--- config.mk ---
export PLATFORM = sky130hd
export DESIGN_NAME = qcvp_corner
export DESIGN_NICKNAME = d
export VERILOG_FILES = /design/src/rtl/qcvp_pkg.sv /design/src/rtl/qcvp_corner.sv
export SDC_FILE = /design/constraint.sdc
export NUM_CORES = 2
export LEC_CHECK = 0
export CORE_MARGIN = 1
export CORE_UTILIZATION = 44
export CTS_CLUSTER_SIZE = 30
export DETAILED_ROUTE_END_ITERATION = 8
export DONT_BUFFER_PORTS = 1
export PLACE_DENSITY = 0.65
export SKIP_LAST_GASP = 1
export SYNTH_ARGS = -nofsm -noshare
export SYNTH_HDL_FRONTEND = slang
export SYNTH_SLANG_ARGS = --single-unit
--- constraint.sdc ---
create_clock -name clock -period 18.1 [get_ports clock]
set_input_delay 5.43 -clock clock [delete_from_list [all_inputs] [get_ports clock]]
set_output_delay 5.43 -clock clock [all_outputs]
set_load 0.1 [all_outputs]
--- src/rtl/qcvp_pkg.sv ---
// qcvp_pkg: widths, reset values, register indexes and shared types for the
// quaternion cube vertex projector. No dependencies.
package qcvp_pkg;

   localparam int QUAT_FRAC_BITS = 14;

   localparam int QUAT_W = 16;
   localparam int PRD_W  = 2 * QUAT_W;
   localparam int TERM_W = PRD_W + 1;
   localparam int SUM_W  = TERM_W + 2;
   localparam int HALF_W = 7;
   localparam int CTR_W  = 10;
   localparam int SCR_W  = 12;
   localparam int IDX_W  = 3;
   localparam int NUM_CORNERS = 1 << IDX_W;

   localparam int SCL_W = SUM_W + HALF_W + 1;
   localparam int SHIFT = 2 * QUAT_FRAC_BITS - 1;
   localparam int EXT_W = (SHIFT + 2 > SCL_W) ? SHIFT + 2 : SCL_W;
   localparam int Q_W   = EXT_W - SHIFT;
   localparam int S_W   = ((Q_W > HALF_W + 1) ? Q_W : HALF_W + 1) + 1;
   localparam int SAT_W = ((S_W > CTR_W + 1) ? S_W : CTR_W + 1) + 1;

   localparam int SCR_MIN = -(1 << (SCR_W - 1));
   localparam int SCR_MAX = (1 << (SCR_W - 1)) - 1;

   localparam int REQ_W = 4 * QUAT_W;
   localparam int RSP_W = ((IDX_W + 2 * SCR_W + 7) / 8) * 8;
   localparam int CSR_IDX_W = 2;
   localparam int CSR_DAT_W = CTR_W;

   localparam logic [CSR_IDX_W-1:0] CSR_HALF_SIZE = 2'd0;
   localparam logic [CSR_IDX_W-1:0] CSR_ORIGIN_X  = 2'd1;
   localparam logic [CSR_IDX_W-1:0] CSR_ORIGIN_Y  = 2'd2;

   localparam logic [HALF_W-1:0] RST_HALF_SIZE = 7'd60;
   localparam logic [CTR_W-1:0]  RST_ORIGIN_X  = 10'd160;
   localparam logic [CTR_W-1:0]  RST_ORIGIN_Y  = 10'd120;

   localparam logic [IDX_W-1:0] LAST_CORNER = IDX_W'(NUM_CORNERS - 1);

   // rows x and y of the conjugate rotation matrix, 2F fraction bits, halved
   typedef struct packed {
      logic signed [TERM_W-1:0] a00;
      logic signed [TERM_W-1:0] a01;
      logic signed [TERM_W-1:0] a02;
      logic signed [TERM_W-1:0] a10;
      logic signed [TERM_W-1:0] a11;
      logic signed [TERM_W-1:0] a12;
   } qcvp_mtx_type;

endpackage

--- src/rtl/qcvp_corner.sv ---
// qcvp_corner: steps through the eight cube corners for each set of matrix
// terms and pushes them through sum, scale, truncate and project stages.
// Depends on qcvp_pkg.
module qcvp_corner (
   input  logic                              clock,
   input  logic                              reset,
   input  logic                              mtx_valid,
   output logic                              mtx_take,
   input  qcvp_pkg::qcvp_mtx_type            mtx,
   input  logic [qcvp_pkg::HALF_W-1:0]       half_size,
   input  logic [qcvp_pkg::CTR_W-1:0]        origin_x,
   input  logic [qcvp_pkg::CTR_W-1:0]        origin_y,
   output logic                              rsp_tvalid,
   input  logic                              rsp_tready,
   output logic [qcvp_pkg::RSP_W-1:0]        rsp_tdata,
   output logic                              rsp_tlast
);

   localparam int IW  = qcvp_pkg::IDX_W;
   localparam int SW  = qcvp_pkg::SUM_W;
   localparam int HW  = qcvp_pkg::HALF_W;
   localparam int CW  = qcvp_pkg::CTR_W;
   localparam int PW  = qcvp_pkg::SCL_W;
   localparam int EW  = qcvp_pkg::EXT_W;
   localparam int QW  = qcvp_pkg::Q_W;
   localparam int VW  = qcvp_pkg::S_W;
   localparam int AW  = qcvp_pkg::SAT_W;
   localparam int RW  = qcvp_pkg::SCR_W;
   localparam int SH  = qcvp_pkg::SHIFT;
   localparam int PAD = qcvp_pkg::RSP_W - IW - 2 * RW;

   logic c1_valid_ff, c2_valid_ff, c3_valid_ff, out_valid_ff;
   logic c1_rdy, c2_rdy, c3_rdy, out_rdy, issue;

   logic [IW-1:0] cnt_ff, cnt_in;
   logic [IW-1:0] c1_idx_ff, c2_idx_ff, c3_idx_ff, out_idx_ff;

   logic signed [SW-1:0] tx_in, ty_in, tx_ff, ty_ff;
   logic signed [HW:0]   h_s, vx_in, vy_in, vx_ff, vy_ff;
   logic signed [PW-1:0] px_in, py_in, px_ff, py_ff;
   logic signed [VW-1:0] sx_in, sy_in, sx_ff, sy_ff;
   logic signed [RW-1:0] scr_x_in, scr_y_in, scr_x_ff, scr_y_ff;
   logic                 xp1, yp1, zp1, xp2, yp2;

   assign out_rdy  = !out_valid_ff || rsp_tready;
   assign c3_rdy   = !c3_valid_ff || out_rdy;
   assign c2_rdy   = !c2_valid_ff || c3_rdy;
   assign c1_rdy   = !c1_valid_ff || c2_rdy;
   assign issue    = mtx_valid && c1_rdy;
   assign mtx_take = issue && (cnt_ff == qcvp_pkg::LAST_CORNER);
   assign cnt_in   = cnt_ff + IW'(1);

   assign rsp_tvalid = out_valid_ff;
   assign rsp_tlast  = (out_idx_ff == qcvp_pkg::LAST_CORNER);
   assign rsp_tdata  = {PAD'(0), scr_y_ff, scr_x_ff, out_idx_ff};

   // corner signs: x from bit0 ^ bit1, y from bit1, z from bit2
   assign xp1 = cnt_ff[0] ^ cnt_ff[1];
   assign yp1 = cnt_ff[1];
   assign zp1 = cnt_ff[2];
   assign xp2 = c1_idx_ff[0] ^ c1_idx_ff[1];
   assign yp2 = c1_idx_ff[1];

   always_comb begin
      tx_in = (xp1 ? SW'(mtx.a00) : -SW'(mtx.a00))
            + (yp1 ? SW'(mtx.a01) : -SW'(mtx.a01))
            + (zp1 ? SW'(mtx.a02) : -SW'(mtx.a02));
      ty_in = (xp1 ? SW'(mtx.a10) : -SW'(mtx.a10))
            + (yp1 ? SW'(mtx.a11) : -SW'(mtx.a11))
            + (zp1 ? SW'(mtx.a12) : -SW'(mtx.a12));
   end

   always_comb begin
      h_s   = {1'b0, half_size};
      vx_in = xp2 ? h_s : -h_s;
      vy_in = yp2 ? h_s : -h_s;
      px_in = tx_ff * h_s;
      py_in = ty_ff * h_s;
   end

   // v + 2*h*T / 2^(2F), truncated toward zero
   function automatic logic signed [VW-1:0] trunc_coord(
      input logic signed [PW-1:0] p,
      input logic signed [HW:0]   v
   );
      logic signed [EW-1:0] p_ext;
      logic signed [QW-1:0] q;
      logic                 frac;
      logic signed [VW-1:0] s;
      p_ext = EW'(p);
      q     = p_ext[EW-1:SH];
      frac  = |p_ext[SH-1:0];
      s     = VW'(q) + VW'(v);
      if (s[VW-1] && frac) s = s + VW'(1);
      return s;
   endfunction

   assign sx_in = trunc_coord(px_ff, vx_ff);
   assign sy_in = trunc_coord(py_ff, vy_ff);

   function automatic logic signed [RW-1:0] sat_scr(input logic signed [AW-1:0] a);
      logic signed [RW-1:0] r;
      if (a < AW'(qcvp_pkg::SCR_MIN))      r = RW'(qcvp_pkg::SCR_MIN);
      else if (a > AW'(qcvp_pkg::SCR_MAX)) r = RW'(qcvp_pkg::SCR_MAX);
      else                                 r = RW'(a);
      return r;
   endfunction

   always_comb begin
      logic signed [CW:0] ox_s, oy_s;
      ox_s     = {1'b0, origin_x};
      oy_s     = {1'b0, origin_y};
      scr_x_in = sat_scr(AW'(ox_s) + AW'(sx_ff));
      scr_y_in = sat_scr(AW'(oy_s) - AW'(sy_ff));
   end

   always_ff @(posedge clock) begin
      if (reset) begin
         cnt_ff       <= '0;
         c1_valid_ff  <= 1'b0;
         c2_valid_ff  <= 1'b0;
         c3_valid_ff  <= 1'b0;
         out_valid_ff <= 1'b0;
      end else begin
         if (issue)   cnt_ff       <= cnt_in;
         if (c1_rdy)  c1_valid_ff  <= issue;
         if (c2_rdy)  c2_valid_ff  <= c1_valid_ff;
         if (c3_rdy)  c3_valid_ff  <= c2_valid_ff;
         if (out_rdy) out_valid_ff <= c3_valid_ff;
      end
   end

   always_ff @(posedge clock) begin
      if (c1_rdy) begin
         c1_idx_ff <= cnt_ff;
         tx_ff     <= tx_in;
         ty_ff     <= ty_in;
      end
      if (c2_rdy) begin
         c2_idx_ff <= c1_idx_ff;
         px_ff     <= px_in;
         py_ff     <= py_in;
         vx_ff     <= vx_in;
         vy_ff     <= vy_in;
      end
      if (c3_rdy) begin
         c3_idx_ff <= c2_idx_ff;
         sx_ff     <= sx_in;
         sy_ff     <= sy_in;
      end
      if (out_rdy) begin
         out_idx_ff <= c3_idx_ff;
         scr_x_ff   <= scr_x_in;
         scr_y_ff   <= scr_y_in;
      end
   end

endmodule

==> impl_summary.md <==
STA
For the pin with the worst max-slew slack, the measured transition is 1.14 ns. The final-report hold violation count is 0. In the final timing run, aggregate negative setup slack is 0 ns. The worst path needs 12.66 ns of the cycle, external delays included. The final period utilization is 69.9%. The count of pins over their slew limit was 0. Derived from the worst setup path, the maximum achievable clock frequency is 79.0 MHz. The worst slew margin relative to its limit is 23.1%. On the final layout, the worst clock skew is 0.0394 ns. Setup repair after global routing left no endpoint under its margin. Setup violations remaining at the end of the flow were counted as 0.

Synthesis
The synthesized netlist contains 83 unique library cells. The leading register cell type out of synthesis is edfxtp_1. Sorting the synthesized cells by area gives the leading types as fa_1 23%, edfxtp_1 19%, ha_1 10%, and2_1 7.5%, xnor2_1 7.0%. After synthesis, flip-flops and latches occupy 19.6% of the total area. Synthesis inferred 248 register bits.

The cell taking the most area after synthesis is fa_1. A synthesized cell averages 9.11 um^2. The fraction of synthesized cell area taken by the top area cell type is 23.2%. The share of synthesized flip-flops with an asynchronous set or reset is 0%. The count of flip-flops with a built-in enable after synthesis is 241. By count the netlist is led by 662 x inv_1, 454 x and2_1, 436 x fa_1. The most common cell in the synthesized netlist is inv_1. The cell count after synthesis is 4134. Summing every instance area after synthesis gives 37700 um^2.

The total number of yosys warnings is 0.

Finish
The post-route netlist has 2.56% of its cells at a drive strength greater than 1. The multi-input combinational cell area is 27400 um^2. The filler cells instantiated in the layout total 8098. In the final design database the tool counted 5044 nets. In the final layout, flip-flops and latches occupy 7380 um^2.

The repair_antennas step left the layout with diodes totalling 0. From synthesis to final layout, the design area changed by 5.58%.

CTS
The clock net in this run drives a total of 248 sinks. The maximum number of buffers from clock root to sink is 3. The clock transition at the registers of the reported paths is 0.06 ns. At the later pin of the worst-skew pair, clock insertion delay measures 0.62 ns. TritonCTS built the clock tree. Clock tree synthesis inserted a total of 30 buffers.

The maximum level of the CTS H-tree is 1. Once the clock tree was built, the setup fixing pass inserted 0 buffers. The post-cts sizing count is 0.

The clock root buffer is clkbuf_16. Buffers inserted to repair hold after CTS numbered 0.

Routing
Summed over all layers, the routed wires come to 83300 um. The count of unresolved DRC violations after routing is 0. In the routed layout, each cell is associated on average with a via count of 5.21. The average detailed-routed wire length per instance is 15.9 um. The final route contains 27300 vias. In this run the remaining antenna-violating nets after routing total 0.

The first TritonRoute pass finished after 7 iterations. The DRC marker count from the first detailed-route iteration is 1519.

Worst setup path
The element type at the critical path end is a primary output. The critical path is of the input pin to primary output type. In this run the critical register-to-register path is launched from tx_ff[1]$_DFFE_PN_.

The startpoint of the worst setup timing path is rsp_tready. The data arrival time at the worst-slack endpoint is 7.23 ns. The setup slack of the worst register-to-register path is 12.10 ns.

In this run the worst path has a maximum fanout of 6. The cell count of the worst reg-to-reg path is 18. The element type at the critical path start is an input pin. STA puts the critical path data required time at 12.67 ns.

The timing endpoint of the critical path is mtx_take. The endpoint identified for the worst register-to-register timing path is px_ff[41]$_DFFE_PP_.

Global route
The number of antenna violations at the first check in global routing is 0. Entering global routing, the biggest net connects 77 pins. The remaining global-route overflow is 0. The first global-routing pass estimated 139000 um of wire. The overall global routing resource usage is 19.5%. The via count of the first global-routing pass is 27700.

Die
The floorplan step set the die width to 295 um. The die is 295 um tall. The die covers 86800 um^2. Pin placement for this block handled 264 I/O pins. The initial standard-cell utilization of the core is 44.7%.

The area inside the core boundary is 84200 um^2. The initialized floorplan defines 106 standard-cell rows.

Outcome
The run finished with clean final reports.

Placement
The placer's final routability congestion estimate is 0.866. Summed over all nets, the half-perimeter wirelength after detailed placement is 67200 um. The count of buffers added on input and output ports is 0.

Worst hold path
In this run the worst hold path is classified as register to register.

Flow run
The number of violations of the max-capacitance limit is 0.
==> sequential cells by signal, indices dropped and copies added, names as in the netlist <==
name	flops
sx_ff	17
px_ff	43
out_idx_ff	3
c3_idx_ff	3
scr_y_ff	12
c1_idx_ff	3
vx_ff	8
scr_x_ff	12
rsp_tvalid	1
c2_valid_ff	1
py_ff	43
c3_valid_ff	1
sy_ff	17
vy_ff	7
tx_ff	35
ty_ff	35
c2_idx_ff	3
cnt_ff	3
c1_valid_ff	1
==> layout make-up <==
| type | count | area share [%] |
|---|---|---|
| repair buffers | 10 | 0.189 |
| inverters | 662 | 6.25 |
| multi-input cells | 3124 | 68.9 |
| clock inverters | 22 | 0.560 |
| clock buffers | 34 | 1.93 |
| well taps | 1134 | 3.57 |
| flip-flops and latches | 248 | 18.6 |
==> layer usage <==
| layer | routed length, um | GRT usage, % |
|---|---|---|
| met1 | 40300 | 27.5 |
| met2 | 36400 | 31.2 |
| met3 | 5330 | 3.81 |
| met4 | 1280 | 3.39 |
| met5 | 0 | 0 |
==> worst min-delay path by stage <==
stage | startpoint | to | slack [ns] | cells past startpoint
6_report | c2_idx_ff[1]$_DFFE_PP_ | c3_idx_ff[1]$_DFFE_PP_ | 0.42 | 0
5_1_grt | c2_idx_ff[1]$_DFFE_PP_ | c3_idx_ff[1]$_DFFE_PP_ | 0.43 | 0
4_1_cts | c2_idx_ff[1]$_DFFE_PP_ | c3_idx_ff[1]$_DFFE_PP_ | 0.42 | 0
3_5_place_dp | c2_idx_ff[1]$_DFFE_PP_ | c3_idx_ff[1]$_DFFE_PP_ | 0.41 | 0
3_3_place_gp | c3_idx_ff[0]$_DFFE_PP_ | out_idx_ff[0]$_DFFE_PP_ | 0.41 | 0
2_1_floorplan | c1_idx_ff[2]$_DFFE_PN_ | c2_idx_ff[2]$_DFFE_PP_ | 0.40 | 0
==> stage by stage <==
step                      utilization, %  worst slack [ns]  cell area [um^2]  cells  hold WS [ns]
final                               47.2              5.44             39800   5234         0.417
after global routing                47.2              5.40             39800   5234         0.432
after CTS                           47.2              5.53             39800   5234         0.420
after detailed placement            46.0              5.53             38800   5178         0.410
after global placement              46.0              5.52             38800   5178         0.408
after floorplan                        -              3.38             37700   4138         0.400
==> worst max-delay path: stages <==
cell and delay, ns:
nor2b_1 0.43, nand4_1 0.57, and3_1 0.79
==> layout by cell type, fill, tap and decap left out, drive strengths merged, types with 32 or more instances in the layout <==
master | synthesis | final
clkbuf | 89 | 34
inv | 662 | 663
o21ai | 105 | 105
nor4 | 42 | 42
xnor2 | 299 | 299
a21oi | 274 | 274
a21o | 83 | 83
fa | 436 | 436
ha | 303 | 303
nor2 | 249 | 249
xor2 | 98 | 98
edfxtp | 241 | 241
a31oi | 33 | 33
nand3 | 54 | 54
and2 | 454 | 454
nor3 | 90 | 90
nand2b | 32 | 32
nand2 | 197 | 197
==> kinds of logic after synthesis <==
group | Yosys count | synth area share [%]
AND/OR/NAND/NOR | 1268 | 18.0
buffers and inverters | 766 | 7.70
adder cells (fa/ha/maj) | 739 | 33.2
AO/OA/AOI/OAI | 697 | 11.7
XOR/XNOR | 397 | 9.25
flip-flops | 248 | 19.6
multiplexers | 18 | 0.495
other | 1 | 0.00996
Power is left out: the tool's default activity adds up to more than one toggle a clock period on the data nets, which glitch-free logic cannot reach.
